==> config.mk <==
export PLATFORM = sky130hd
export DESIGN_NAME = size_string_parser
export DESIGN_NICKNAME = d
export VERILOG_FILES = /design/src/design/ssp_pkg.sv /design/src/design/size_string_parser.sv
export SDC_FILE = /design/constraint.sdc
export NUM_CORES = 1
export LEC_CHECK = 0
export ABC_CLOCK_PERIOD_IN_PS = 16300
export CAP_MARGIN = 5
export CORE_MARGIN = 2
export CORE_UTILIZATION = 60
export CTS_CLUSTER_SIZE = 14
export DETAILED_ROUTE_END_ITERATION = 8
export DONT_BUFFER_PORTS = 1
export PLACE_DENSITY = 0.76
export RECOVER_POWER = 25
export SYNTH_ARGS = -nofsm -noshare
export SYNTH_HDL_FRONTEND = slang
export SYNTH_SLANG_ARGS = --single-unit
==> constraint.sdc <==
create_clock -name clk -period 16.3 [get_ports clk]
set_input_delay 3.26 -clock clk [delete_from_list [all_inputs] [get_ports clk]]
set_output_delay 3.26 -clock clk [all_outputs]
set_load 0.01 [all_outputs]
==> src/design/ssp_pkg.sv <==
// ssp_pkg: shared types, codes and character constants for the size string parser
// no dependencies; imported by size_string_parser and tb

package ssp_pkg;

    // offset counter saturates at the smaller of the character limit and 255
    localparam int MAX_CHARS = 255;
    localparam logic [7:0] OFF_LIMIT = (MAX_CHARS < 255) ? 8'(MAX_CHARS) : 8'd255;

    // configuration register indexes
    localparam logic REG_RADIX     = 1'b0;
    localparam logic REG_SIZE_MODE = 1'b1;

    localparam logic [5:0] RADIX_RESET = 6'd10;
    localparam logic [5:0] RADIX_MIN   = 6'd2;
    localparam logic [5:0] RADIX_MAX   = 6'd36;
    localparam logic [5:0] RADIX_HEX   = 6'd16;

    localparam logic [7:0] CH_NUL  = 8'h00;
    localparam logic [7:0] CH_ZERO = 8'h30;
    localparam logic [7:0] CH_X    = 8'h78;

    typedef enum logic [1:0] {
        PH_DIGIT  = 2'd0,
        PH_STOP   = 2'd1,
        PH_SUFFIX = 2'd2
    } phase_t;

    typedef enum logic [1:0] {
        ST_OK        = 2'd0,
        ST_NO_DIGITS = 2'd1,
        ST_OVERFLOW  = 2'd2,
        ST_TRAILING  = 2'd3
    } status_t;

    typedef enum logic [1:0] {
        UNIT_ONE = 2'd0,
        UNIT_K   = 2'd1,
        UNIT_M   = 2'd2,
        UNIT_G   = 2'd3
    } unit_t;

    typedef struct packed {
        logic       valid;
        logic [5:0] value;
    } digit_t;

    // alphanumeric character to digit value 0..35
    function automatic digit_t digit_of(input logic [7:0] c);
        digit_t d;
        d.valid = 1'b1;
        d.value = 6'd0;
        if (c inside {[8'h30:8'h39]})
        begin
            d.value = 6'(c - 8'h30);
        end
        else if (c inside {[8'h61:8'h7a]})
        begin
            d.value = 6'(c - 8'h61 + 8'd10);
        end
        else if (c inside {[8'h41:8'h5a]})
        begin
            d.value = 6'(c - 8'h41 + 8'd10);
        end
        else
        begin
            d.valid = 1'b0;
        end
        return d;
    endfunction

    function automatic unit_t suffix_of(input logic [7:0] c);
        unit_t u;
        case (c)
            8'h4b, 8'h6b: u = UNIT_K;
            8'h4d, 8'h6d: u = UNIT_M;
            8'h47, 8'h67: u = UNIT_G;
            default:      u = UNIT_ONE;
        endcase
        return u;
    endfunction

endpackage

==> src/design/size_string_parser.sv <==
// size_string_parser: streaming unsigned number parser with k/m/g size suffix
// depends on ssp_pkg for phase, status and unit codes and character decode
//
//  channel   dir  handshake                tdata / fields (lsb first)
//  s_axis    in   s_tvalid / s_tready      ch[7:0]
//  m_axis    out  m_tvalid / m_tready      parsed_value[63:0], status[65:64],
//                                          end_offset[73:66], zero pad to 80
//  apb       in   psel, penable, pwrite    0x0 radix[5:0], 0x4 size_mode[0]
//
// a character waits in the input register, then one pass of logic (a 64 by 6
// multiply, an add and the overflow checks) updates the parse state; a new character
// is taken every cycle unless a nul is held by a waiting result. a nul's result goes
// to the output register as the nul leaves the input register, which drains while a
// result waits unless it holds a nul; only then does the downstream stall reach s_tready.
// reset clears all parse state and loads radix 10 and size mode on.

module size_string_parser
    import ssp_pkg::*;
(
    input  logic        clk,
    input  logic        rst_n,
    // character stream
    input  logic        s_tvalid,
    output logic        s_tready,
    input  logic [7:0]  s_tdata,   // ch[7:0]
    // result stream
    output logic        m_tvalid,
    input  logic        m_tready,
    output logic [79:0] m_tdata,   // parsed_value[63:0], status[65:64], end_offset[73:66]
    // configuration port
    input  logic        psel,
    input  logic        penable,
    input  logic        pwrite,
    input  logic [2:0]  paddr,
    input  logic [31:0] pwdata,
    output logic [31:0] prdata,
    output logic        pready
);

    // configuration registers
    logic [5:0] radix_reg;
    logic       size_mode_reg;

    // input register
    logic       in_valid_reg;
    logic [7:0] ch_reg;

    // parse state
    phase_t      phase_reg, phase_next;
    logic [63:0] accum_reg, accum_next;
    logic [7:0]  char_pos_reg, char_pos_next;
    logic        digits_seen_reg, digits_seen_next;
    logic        first_zero_reg, first_zero_next;
    logic        overflow_reg, overflow_next;
    unit_t       unit_reg, unit_next;
    logic        garbage_reg, garbage_next;
    logic [7:0]  stop_pos_reg, stop_pos_next;

    // result register
    logic        out_valid_reg;
    logic [63:0] value_reg, value_next;
    status_t     status_reg, status_next;
    logic [7:0]  offset_reg, offset_next;

    logic        consume;
    logic        is_nul;
    logic        load_result;
    logic [5:0]  eff_radix;
    digit_t      dig;
    logic [69:0] product;
    logic [64:0] sum;
    logic        mul_ovf;
    logic        hex_skip;
    unit_t       suffix;
    logic        cfg_write;

    // ---------------------------------------------------------------- config port
    assign pready    = 1'b1;
    assign cfg_write = psel && penable && pwrite && pready;

    always_ff @(posedge clk or negedge rst_n)
    begin
        if (!rst_n)
        begin
            radix_reg     <= RADIX_RESET;
            size_mode_reg <= 1'b1;
        end
        else if (cfg_write)
        begin
            // word registers: the two low address bits are ignored
            case (paddr[2])
                REG_RADIX:     radix_reg     <= pwdata[5:0];
                REG_SIZE_MODE: size_mode_reg <= pwdata[0];
                default:       ;
            endcase
        end
    end

    always_comb
    begin
        case (paddr[2])
            REG_RADIX:     prdata = {26'd0, radix_reg};
            REG_SIZE_MODE: prdata = {31'd0, size_mode_reg};
            default:       prdata = 32'd0;
        endcase
    end

    // ---------------------------------------------------------------- flow control
    // a non-nul character never needs the output register, so it always moves on
    assign is_nul      = (ch_reg == CH_NUL);
    assign consume     = in_valid_reg && (!is_nul || !out_valid_reg || m_tready);
    assign load_result = consume && is_nul;
    assign s_tready    = !in_valid_reg || consume;

    always_ff @(posedge clk or negedge rst_n)
    begin
        if (!rst_n)
        begin
            in_valid_reg <= 1'b0;
        end
        else if (s_tready)
        begin
            in_valid_reg <= s_tvalid;
        end
    end

    always_ff @(posedge clk)
    begin
        if (s_tready && s_tvalid)
        begin
            ch_reg <= s_tdata;
        end
    end

    // ---------------------------------------------------------------- digit datapath
    // out-of-range radix clamps to the nearest legal base
    assign eff_radix = (radix_reg < RADIX_MIN) ? RADIX_MIN :
                       (radix_reg > RADIX_MAX) ? RADIX_MAX : radix_reg;

    assign dig = digit_of(ch_reg);

    // accum * r overflows exactly when any of the top six product bits is set
    assign product = 70'(accum_reg) * 70'(eff_radix);
    assign sum     = {1'b0, product[63:0]} + 65'(dig.value);
    assign mul_ovf = (|product[69:64]) || sum[64];

    // "0x" in base 16 drops the leading zero digit
    assign hex_skip = (char_pos_reg == 8'd1) && first_zero_reg && (ch_reg == CH_X)
                      && (eff_radix == RADIX_HEX);

    assign suffix = suffix_of(ch_reg);

    // ---------------------------------------------------------------- next state
    always_comb
    begin
        logic [63:0] scaled;
        logic        scale_ovf;

        phase_next       = phase_reg;
        accum_next       = accum_reg;
        char_pos_next    = char_pos_reg;
        digits_seen_next = digits_seen_reg;
        first_zero_next  = first_zero_reg;
        overflow_next    = overflow_reg;
        unit_next        = unit_reg;
        garbage_next     = garbage_reg;
        stop_pos_next    = stop_pos_reg;
        value_next       = 64'd0;
        status_next      = ST_OK;
        offset_next      = 8'd0;
        scaled           = accum_reg;
        scale_ovf        = 1'b0;

        // suffix scaling, checked against the bits shifted out
        if (size_mode_reg)
        begin
            case (unit_reg)
                UNIT_K:
                begin
                    scale_ovf = |accum_reg[63:54];
                    scaled    = accum_reg << 10;
                end
                UNIT_M:
                begin
                    scale_ovf = |accum_reg[63:44];
                    scaled    = accum_reg << 20;
                end
                UNIT_G:
                begin
                    scale_ovf = |accum_reg[63:34];
                    scaled    = accum_reg << 30;
                end
                default: ;
            endcase
        end

        if (is_nul)
        begin
            // error priority: digit overflow, no digits, scale overflow, trailing
            if (overflow_reg)
            begin
                status_next = ST_OVERFLOW;
            end
            else if (!digits_seen_reg)
            begin
                status_next = ST_NO_DIGITS;
            end
            else if (scale_ovf)
            begin
                status_next = ST_OVERFLOW;
            end
            else if (size_mode_reg && garbage_reg)
            begin
                status_next = ST_TRAILING;
            end
            else
            begin
                value_next  = scaled;
                // still in the digit run: the run ends at the nul itself
                offset_next = (phase_reg == PH_DIGIT) ? char_pos_reg : stop_pos_reg;
            end

            // clear for the next string
            phase_next       = PH_DIGIT;
            accum_next       = 64'd0;
            char_pos_next    = 8'd0;
            digits_seen_next = 1'b0;
            first_zero_next  = 1'b0;
            overflow_next    = 1'b0;
            unit_next        = UNIT_ONE;
            garbage_next     = 1'b0;
            stop_pos_next    = 8'd0;
        end
        else
        begin
            case (phase_reg)
                PH_DIGIT:
                begin
                    if (hex_skip)
                    begin
                        accum_next       = 64'd0;
                        digits_seen_next = 1'b0;
                        first_zero_next  = 1'b0;
                    end
                    else if (dig.valid && (dig.value < eff_radix))
                    begin
                        if (mul_ovf)
                        begin
                            overflow_next = 1'b1;
                            phase_next    = PH_STOP;
                        end
                        else
                        begin
                            accum_next       = sum[63:0];
                            digits_seen_next = 1'b1;
                            if ((char_pos_reg == 8'd0) && (ch_reg == CH_ZERO)
                                && (eff_radix == RADIX_HEX))
                            begin
                                first_zero_next = 1'b1;
                            end
                        end
                    end
                    else
                    begin
                        stop_pos_next = char_pos_reg;
                        phase_next    = PH_STOP;
                        if (size_mode_reg)
                        begin
                            if (suffix != UNIT_ONE)
                            begin
                                unit_next  = suffix;
                                phase_next = PH_SUFFIX;
                            end
                            else
                            begin
                                garbage_next = 1'b1;
                            end
                        end
                    end
                end
                PH_SUFFIX:
                begin
                    // anything after the suffix is trailing garbage
                    garbage_next = 1'b1;
                end
                default: ;
            endcase

            if (char_pos_reg < OFF_LIMIT)
            begin
                char_pos_next = char_pos_reg + 8'd1;
            end
        end
    end

    // ---------------------------------------------------------------- state registers
    always_ff @(posedge clk or negedge rst_n)
    begin
        if (!rst_n)
        begin
            phase_reg       <= PH_DIGIT;
            accum_reg       <= 64'd0;
            char_pos_reg    <= 8'd0;
            digits_seen_reg <= 1'b0;
            first_zero_reg  <= 1'b0;
            overflow_reg    <= 1'b0;
            unit_reg        <= UNIT_ONE;
            garbage_reg     <= 1'b0;
            stop_pos_reg    <= 8'd0;
        end
        else if (consume)
        begin
            phase_reg       <= phase_next;
            accum_reg       <= accum_next;
            char_pos_reg    <= char_pos_next;
            digits_seen_reg <= digits_seen_next;
            first_zero_reg  <= first_zero_next;
            overflow_reg    <= overflow_next;
            unit_reg        <= unit_next;
            garbage_reg     <= garbage_next;
            stop_pos_reg    <= stop_pos_next;
        end
    end

    // ---------------------------------------------------------------- result register
    always_ff @(posedge clk or negedge rst_n)
    begin
        if (!rst_n)
        begin
            out_valid_reg <= 1'b0;
        end
        else if (load_result)
        begin
            out_valid_reg <= 1'b1;
        end
        else if (m_tready)
        begin
            out_valid_reg <= 1'b0;
        end
    end

    always_ff @(posedge clk)
    begin
        if (load_result)
        begin
            value_reg  <= value_next;
            status_reg <= status_next;
            offset_reg <= offset_next;
        end
    end

    assign m_tvalid = out_valid_reg;
    assign m_tdata  = {6'd0, offset_reg, status_reg, value_reg};

    // ---------------------------------------------------------------- assertions
    // a consumed nul always leaves a result waiting in the next cycle
    a_nul_gives_result: assert property (@(posedge clk) disable iff (!rst_n)
        load_result |=> out_valid_reg)
        else $error("nul consumed without a result");

    // errors carry a zero value and offset
    a_error_zeroes: assert property (@(posedge clk) disable iff (!rst_n)
        (out_valid_reg && (status_reg != ST_OK)) |-> ((value_reg == 64'd0)
        && (offset_reg == 8'd0)))
        else $error("error result with non-zero payload");

    // digit overflow always ends the digit run
    a_ovf_stops: assert property (@(posedge clk) disable iff (!rst_n)
        overflow_reg |-> (phase_reg != PH_DIGIT))
        else $error("overflow seen while still in digit phase");

    // the suffix phase is only entered with a real unit
    a_suffix_unit: assert property (@(posedge clk) disable iff (!rst_n)
        (phase_reg == PH_SUFFIX) |-> (unit_reg != UNIT_ONE))
        else $error("suffix phase without a unit");

endmodule

Yosys cells after proc, flatten, opt, wreduce, memory -nomap -nowiden:

Cells that the tools add are included.

* add/sub/neg operators: 7
* $mul: 1
* order comparisons: 10
* equal/unequal tests: 22
* multiplexer cells: 67
* bitwise operators: 3
* reduce and logical (&&, ||, !) cells: 55

Operator list (number)
* $mux W64: 6
* $pmux W64 S3: 1
* $mul A64 B6 Y70: 1
* $add A64 B6 Y65: 1
* $pmux W32 S2: 1
* $eq A8 B7 Y1 const B: 7
* $mux W8: 7
* $mux W2: 17
* $mux W6: 5
* $reduce_or A30 Y1: 1
* $mux W1: 27
* $reduce_or A20 Y1: 1
* $ge A8 B7 Y1 const B: 2
* $le A8 B7 Y1 const B: 2
* $logic_not A8 Y1: 2
* $reduce_bool A2 Y1: 8
* $logic_and A1 B1 Y1: 15
* $ne A3 B3 Y1 const B: 5
* $add A6 B4 Y6 const B: 2
* $reduce_and A4 Y1: 3
* $reduce_and A6 Y1: 2
* $sub A6 B6 Y6 const B: 2
* $reduce_and A5 Y1: 2
* $reduce_or A10 Y1: 1
* 27 further kinds: 44

* bits in registers: 179
* logic and storage cells: 183

Logic depth before layout (Yosys ltp):

Gate-level depths: netlist of run 1.

* depth in word-level cells: 12
* gate-level depth with buffers: 27
* depth with buffers taken out: 25

Worst setup path before layout of run 1:

OpenSTA, ideal clock, no wires.

* path type: in2reg
* start point: input m_tready
* end point: register offset_reg[0] (enable)
* library setup time: 0.519 ns
* data arrival time: 6.888 ns
* required time: 15.781 ns
* setup slack: 8.893 ns
* cell stages on the path: 3
* path through: nand2b_1 o21ai_1 nor2_1

* word-level cells in the longest chain between the ends: 3

Ends and longest elaborated chain
* start, declared: RTL line size_string_parser.sv:28 `input logic m_tready,`
* $logic_or A1 B1 Y1: RTL line size_string_parser.sv:111 `assign consume = in_valid_reg && (!is_nul || !out_valid_reg || m_tready);`
* $logic_and A1 B1 Y1: RTL line size_string_parser.sv:111
* $logic_and A1 B1 Y1: RTL line size_string_parser.sv:112 `assign load_result = consume && is_nul;`
* net load_result: RTL line size_string_parser.sv:67 `logic load_result;`
* end signal, assigned: RTL line size_string_parser.sv:348 `offset_reg <= offset_next;`
* end, declared: RTL line size_string_parser.sv:63 `logic [7:0] offset_reg, offset_next;`

The timed path passes the listed nets, and every way through them passes these cells.
A chain may end at the register's enable or synchronous reset.

Worst setup path after layout of run 1:

* start point: register radix_reg[5]
* end point: register accum_reg[20]

* word-level cells in the longest chain between the ends: 10
* elaborated cells between the ends (all ways): 20

Ends and longest elaborated chain
* start, declared: RTL line size_string_parser.sv:41 `logic [5:0] radix_reg;`
* start signal, assigned: RTL line size_string_parser.sv:92 `REG_RADIX: radix_reg <= pwdata[5:0];`
* $gt A6 B6 Y1: RTL line size_string_parser.sv:138 `(radix_reg > RADIX_MAX) ? RADIX_MAX : radix_reg;`
* $mux W6: RTL line size_string_parser.sv:138
* $mux W6 *: RTL line size_string_parser.sv:137 `assign eff_radix = (radix_reg < RADIX_MIN) ? RADIX_MIN :`
* $mul A64 B6 Y70: RTL line size_string_parser.sv:143 `assign product = 70'(accum_reg) * 70'(eff_radix);`
* $add A64 B6 Y65: RTL line size_string_parser.sv:144 `assign sum = {1'b0, product[63:0]} + 65'(dig.value);`
* $mux W64: RTL line size_string_parser.sv:247 `if (mul_ovf)`
* $mux W64: RTL line size_string_parser.sv:245 `else if (dig.valid && (dig.value < eff_radix))`
* $mux W64: RTL line size_string_parser.sv:239 `if (hex_skip)`
* $mux W64: RTL line size_string_parser.sv:236 `case (phase_reg)`
* $mux W64: RTL line size_string_parser.sv:197 `if (is_nul)`
* end signal, assigned: RTL line size_string_parser.sv:314 `accum_reg <= accum_next;`
* end, declared: RTL line size_string_parser.sv:50 `logic [63:0] accum_reg, accum_next;`

Mark *: on every way between the ends. The rest lies on a longest branch, timed or not. The select of a mux whose other input is x is not followed.

==> key figures, run 1 <==
Placement
  – Detail Placement HPWL: approximately 56 mm
  – Setup WS pre-CTS: just over 7 ns
  – IO Port Bufs: 0
  – Routability cong.: roughly 1

Synth
  – Synth Area in Adders: approximately a quarter
  – Ys flop type: dfrtp_1
  – Mux cell area share after synthesis: less than 1%
  – Synth Warn #: 0
  – Mapped cell area: between 20,000 and 25,000 sq um
  – Share of the synthesized area in the top cell type: 20.1%
  – Ranking of synthesized cells by area: fa_1, edfxtp_1, dfrtp_1
  – Simple-Gate Fraction of Synth Area: between 20% and 30%
  – Syn Area/Cell: approximately 8.7 sq um
  – Synth Area in Compound Gates: 17.3%
  – Library cells used by synthesis: between 90 and 100
  – Gate Count Post-Synth: ~2,900
  – Xor/xnor share of the synthesized area: roughly 3.8%
  – Register area share after synthesis: 19.6%
  – Biggest area consumer among synthesized cells: fa_1
  – Post-synth EDFFs: between 80 and 90
  – Largest family of logic cells by synthesized area: adder cells
  – Async SR Flop Fraction: between 50% and 60%
  – Yosys reg bits: between 150 and 200

CTS
  – H-tree Lvls: 4
  – Bufs on Longest Clock Path: 2
  – Clock tree root buffer cell: clkbuf_16
  – Post-CTS setup buffer count: 0
  – Clock latency on the worst-skew pair: 0.47 ns
  – # hold bufs at CTS: 0
  – TritonCTS Buffers: 17
  – Sink Count: around 180
  – Reg clk slew, reported paths: around 0.07 ns
  – Cts repair resizes: 0
  – CTS tree: yes

Timing
  – Slew Limit Fails: 0
  – Post-layout min period: around 9.5 ns
  – Slew headroom: 12.8%
  – Setup_tns: 0 ns
  – RSZ-0062 raised after global routing: no
  – Clk_skew: roughly 0.0086 ns
  – Final setup fails: 0
  – Max Fclk: around 0.10 GHz
  – Worst setup margin: 6.77 ns
  – Number of hold violations in the final report: 0
  – Final period util: 58.4%
  – Worst Max-Slew Pin Slew: 1.30 ns

Global routing
  – Antenna violations before repair: 1
  – Vias in the first global route: between 20,000 and 25,000
  – Largest net degree at the start of global routing: 98
  – GR Overflow Total: 0
  – Global Route Usage Sum: a little over a third
  – First-pass GRT wire length: approximately 120 mm

Drt
  – Drt first-iter violations: 2,370
  – Top layer in use: met4
  – Routed wl met2: ~33 mm
  – WL/cell: between 20 and 25 um
  – Total vias in the final route: approximately 21,000
  – Final ANT Viol Nets: 0
  – Vias per cell: 6.54
  – DR pass1 iterations: 7
  – Final Routed Wirelength: about 74 mm
  – Drt drc: 0
  – Met3 WL: 8.08 mm
  – Metal1 wirelength: just over 30 mm

Floorplanning
  – Core Box Area: roughly 41,000 sq um
  – Die height: about 210 um
  – I/O pin count: around 170
  – Row count: between 70 and 80
  – Die area: approximately 43,000 sq um
  – Die W: between 200 and 250 um
  – Effective utilization at floorplan: about three fifths

Final layout
  – Area grow syn2layout: 1.34%
  – Commonest non-fill, non-tap cells in the layout: inv_1, and2_1, fa_1
  – Fillers: 3,427
  – Layout Nets: slightly above 3,000
  – Share of layout cells above drive strength 1: under 10%
  – Leading cell type in the layout, fill and taps excluded: inv_1

Worst setup path
  – Crit path capture type: register
  – Crit Path Class: register to register
  – CP arrival: 9.91 ns
  – Crit path max fanout: 71
  – Data required, critical path: about 17 ns
  – Startpoint Class: register

Min path
  – Hold crit path type: register to register

Outcome
  – Status: finished clean

Job
  – MaxCap Viol Count: 0
==> routing by layer <==
metal	GRT usage, %	vias up
li1	-	9272
met1	49.1	10579
met2	52.0	1296
met3	7.56	205
met4	14.2	0
met5	0	-
==> cell families after synthesis <==
| group | Yosys count |
|---|---|
| flip-flops | 179 |
| adder cells (fa/ha/maj) | 350 |
| multiplexers | 18 |
| XOR/XNOR | 108 |
| AND/OR/NAND/NOR | 1084 |
| other | 2 |
| buffers and inverters | 566 |
| AO/OA/AOI/OAI | 572 |
==> worst max-delay path, stage by stage, from the launching register on <==
cell and delay [ns]:
dfrtp_2 0.34, buf_4 0.60, nor2_1 0.15, mux2i_4 0.17, buf_4 0.57, and2_1 0.65, nand2_1 0.14, fa_1 0.44
inv_1 0.07, ha_1 0.17, inv_1 0.07, fa_1 0.57, inv_1 0.06, ha_1 0.30, a211oi_1 0.38, nor2_1 0.21
a311o_1 0.40, a222oi_1 0.84, a211oi_1 0.29, o2111ai_1 0.31, mux2i_1 0.21, and4_1 0.20, nand3_1 0.36, a311oi_4 0.88
nand2_8 0.56, o2bb2ai_2 0.33
==> synthesized netlist by cell type (all sizes together), types with 38 or more instances <==
master / number
and3: 71
nand4: 49
o21ai: 134
nor3: 38
edfxtp: 82
a21o: 45
and2: 317
o2bb2ai: 63
xnor2: 52
a211oi: 52
ha: 99
nand2: 225
xor2: 56
fa: 250
a21oi: 125
nand2b: 43
clkbuf: 144
dfrtp: 94
nor2: 190
inv: 336
nand3: 46
buf: 86
==> final timing paths <==
check	cells past startpoint	slack [ns]	startpoint	endpoint
min reg2reg	1	0.50	stop_pos_reg[6]	stop_pos_reg[6]
min in group asynchronous	0	2.49	rst_n	m_tvalid
max	25	6.77	radix_reg[5]	accum_reg[20]
max in group asynchronous	0	13.55	rst_n	stop_pos_reg[4]
min	1	0.50	stop_pos_reg[6]	stop_pos_reg[6]
max reg2reg	25	6.77	radix_reg[5]	accum_reg[20]
==> through the flow <==
stage               instance area, sq um  hold slack [ns]  util, %  instances
detailed placement                 24700            0.481     60.3       3229
global placement                   24700            0.484     60.3       3229
floorplan                          25000            0.463        -       2910
finish                             25300            0.505     61.7       3263
global route                       25300            0.527     61.7       3261
CTS                                25300            0.505     61.7       3261
==> layout make-up <==
class | instances | area, sq um | share of cell area (%)
sequential | 179 | 4900 | 19.4
tap | 532 | 666 | 2.64
inverter | 336 | 1260 | 4.99
clock buffer | 22 | 487 | 1.93
antenna | 2 | 5.00 | 0.0198
clock inverter | 10 | 90.1 | 0.357
multi-input combinational | 2165 | 17700 | 70.2
timing repair buffer | 17 | 128 | 0.505
Power of run 1 is not shown: default switching activity piles up to over one toggle a cycle in this logic, so the estimate is an artifact.
==> inputs of run 2 (changes only) <==
--- a/config.mk
+++ b/config.mk
@@ -5,7 +5,7 @@
 export SDC_FILE = /design/constraint.sdc
 export NUM_CORES = 1
 export LEC_CHECK = 0
-export ABC_CLOCK_PERIOD_IN_PS = 16300
+export ABC_CLOCK_PERIOD_IN_PS = 9800
 export CAP_MARGIN = 5
 export CORE_MARGIN = 2
 export CORE_UTILIZATION = 60
==> constraint.sdc (replaced) <==
create_clock -name clk -period 9.8 [get_ports clk]
set_input_delay 1.96 -clock clk [delete_from_list [all_inputs] [get_ports clk]]
set_output_delay 1.96 -clock clk [all_outputs]
set_load 0.01 [all_outputs]
==> key figures, run 2 (synthesis results as in run 1) <==
Timing
  – Number of hold violations in the final report: 0 (unchanged)
  – Post-layout min period: 8.93 ns (-0.591 ns)
  – Final period util: 91.2% (+33 points)
  – Setup_tns: 0 ns (unchanged)
  – RSZ-0062 raised after global routing: no
  – Worst setup margin: 0.865 ns (-5.91 ns)
  – Clk_skew: 0.0130 ns (+0.00432 ns)
  – Final setup fails: 0 (unchanged)
  – Slew Limit Fails: 0 (unchanged)
  – Max Fclk: 0.112 GHz (+6.6%)
  – Worst Max-Slew Pin Slew: 1.18 ns (-0.112 ns)
  – Slew headroom: 20.3% (+7.5 points)

Floorplanning
  – Core Box Area: 40,900 sq um (unchanged)
  – Effective utilization at floorplan: 60.9% (unchanged)
  – I/O pin count: 165 (unchanged)
  – Die W: 208 um (unchanged)
  – Row count: 74 (unchanged)
  – Die area: 43,200 sq um (unchanged)
  – Die height: 208 um (unchanged)

Worst setup path
  – Crit-path max cell delay: 0.84 ns (-0.04 ns)
  – Bufs and invs on worst path: 5 (unchanged)
  – Crit path max fanout: 67 (-5.6%)
  – Data required, critical path: 10.12 ns (-6.56 ns)
  – Crit Path Class: register to register
  – CP cell instances: buf_4 -> nor2b_4 -> buf_4 -> and2_1 -> fa_1 -> fa_1 -> inv_1 -> fa_1 -> inv_1 -> ha_1 -> a21oi_1 -> o31ai_1 -> a311oi_1 -> o221ai_2 -> a31oi_1 -> xnor2_2 -> nand4bb_4 -> nand2b_1 -> nor4b_1 -> a311oi_4 -> nand2_8 -> buf_4 -> o2bb2ai_1
  – Family with the most delay on the worst path: compound AO/OA/AOI/OAI gates
  – Startpoint Class: register
  – Crit path capture type: register
  – Slowest cell on crit path: a311oi_1
  – CP arrival: 9.26 ns (-0.65 ns)

Drt
  – DR pass1 iterations: 9 (+2)
  – Total vias in the final route: 21,272 (-0.37%)
  – WL/cell: 23.1 um (+2.1%)
  – Drt first-iter violations: 2,459 (+3.8%)
  – Vias per cell: 6.48 (-1.0%)
  – Final Routed Wirelength: 76.0 mm (+2.7%)
  – Final ANT Viol Nets: 0 (unchanged)
  – Drt drc: 0 (unchanged)

CTS
  – Bufs on Longest Clock Path: 2 (unchanged)
  – TritonCTS Buffers: 17 (unchanged)
  – Clock tree root buffer cell: clkbuf_16
  – Cts repair resizes: 0 (unchanged)
  – H-tree Lvls: 4 (unchanged)
  – # hold bufs at CTS: 0 (unchanged)
  – CTS tree: yes
  – Reg clk slew, reported paths: 0.08 ns (about the same)
  – Sink Count: 179 (unchanged)
  – Post-CTS setup buffer count: 0 (unchanged)
  – Clock latency on the worst-skew pair: 0.47 ns (about the same)

Final layout
  – Fillers: 3,425 (-0.058%)
  – Commonest non-fill, non-tap cells in the layout: inv_1, and2_1, fa_1
  – End-of-flow core utilization: 62.3% (+0.56 points)
  – Leading cell type in the layout, fill and taps excluded: inv_1
  – Area grow syn2layout: 2.25%
  – Layout Nets: 3,139 (+0.77%)
  – Share of layout cells above drive strength 1: 7.08% (+0.93 points)
  – N_diodes: 0 (-2)
  – Fin cells: 3,285 (+0.67%)

Global routing
  – Busiest grt layer: met2
  – Met3 usage: 10.6% (+3.0 points)
  – Met1 GRT Util: 49.3% (+0.17 points)
  – Antenna violations before repair: 0 (-1)
  – Met2 Usage GRT: 54.0% (+2.0 points)
  – Vias in the first global route: 21,520 (+2.9%)
  – Largest net degree at the start of global routing: 98 (unchanged)
  – Global Route Usage Sum: 35.8% (+1.1 points)
  – First-pass GRT wire length: 121 mm (+2.7%)
  – GR Overflow Total: 0 (unchanged)

Placement
  – IO Port Bufs: 0 (unchanged)
  – Routability cong.: 0.956 (-4.0%)
  – Detail Placement HPWL: 58.4 mm (+4.5%)
  – DP Cell Count: 3,253 (+0.74%)
  – Setup WS pre-CTS: 1.06 ns (-6.05 ns)

Outcome
  – Status: finished clean

Min path
  – Hold crit path type: register to register

Job
  – MaxCap Viol Count: 0 (unchanged)
[run 2: cell count changes in the layout (fill, tap and decap cells not counted), sizes merged]
cell	change
buf	+24
inv	+3
diode	-2
clkinv	+1
clkinvlp	+1
clkbuf	-5
[run 2: final timing paths]
| kind | from | to | slack (ns) | depth (start not counted) |
|---|---|---|---|---|
| max | radix_reg[5] | accum_reg[31] | 0.87 | 23 |
| min | stop_pos_reg[0] | stop_pos_reg[0] | 0.51 | 1 |
| max reg2reg | radix_reg[5] | accum_reg[31] | 0.87 | 23 |
| min reg2reg | stop_pos_reg[0] | stop_pos_reg[0] | 0.51 | 1 |
| max in group asynchronous | rst_n | accum_reg[60] | 8.43 | 0 |
| min in group asynchronous | rst_n | radix_reg[5] | 1.19 | 0 |
[run 2: area by class of cell]
cell class | instances | area, sq um | area share, %
multi-input combinational | 2165 | 17700 | 69.5
sequential | 179 | 4900 | 19.2
inverter | 336 | 1260 | 4.95
tap | 532 | 666 | 2.61
clock buffer | 17 | 425 | 1.67
timing repair buffer | 41 | 345 | 1.35
clock inverter | 15 | 166 | 0.653
[run 2: metal layers]
metal  up-vias  share of wire [%]
met5         -                  0
met4         0                3.3
met3       172                 12
met2      1297                 44
met1     10504                 41
li1       9299                  -
[run 2: metrics by stage]
step	hold WS (ns)	cell area, sq um
after floorplan	0.463	25000
after global placement	0.481	24900
after detailed placement	0.483	24900
after CTS	0.509	25500
after global routing	0.539	25500
final	0.510	25500
Power of run 2 is left out for the same reason.
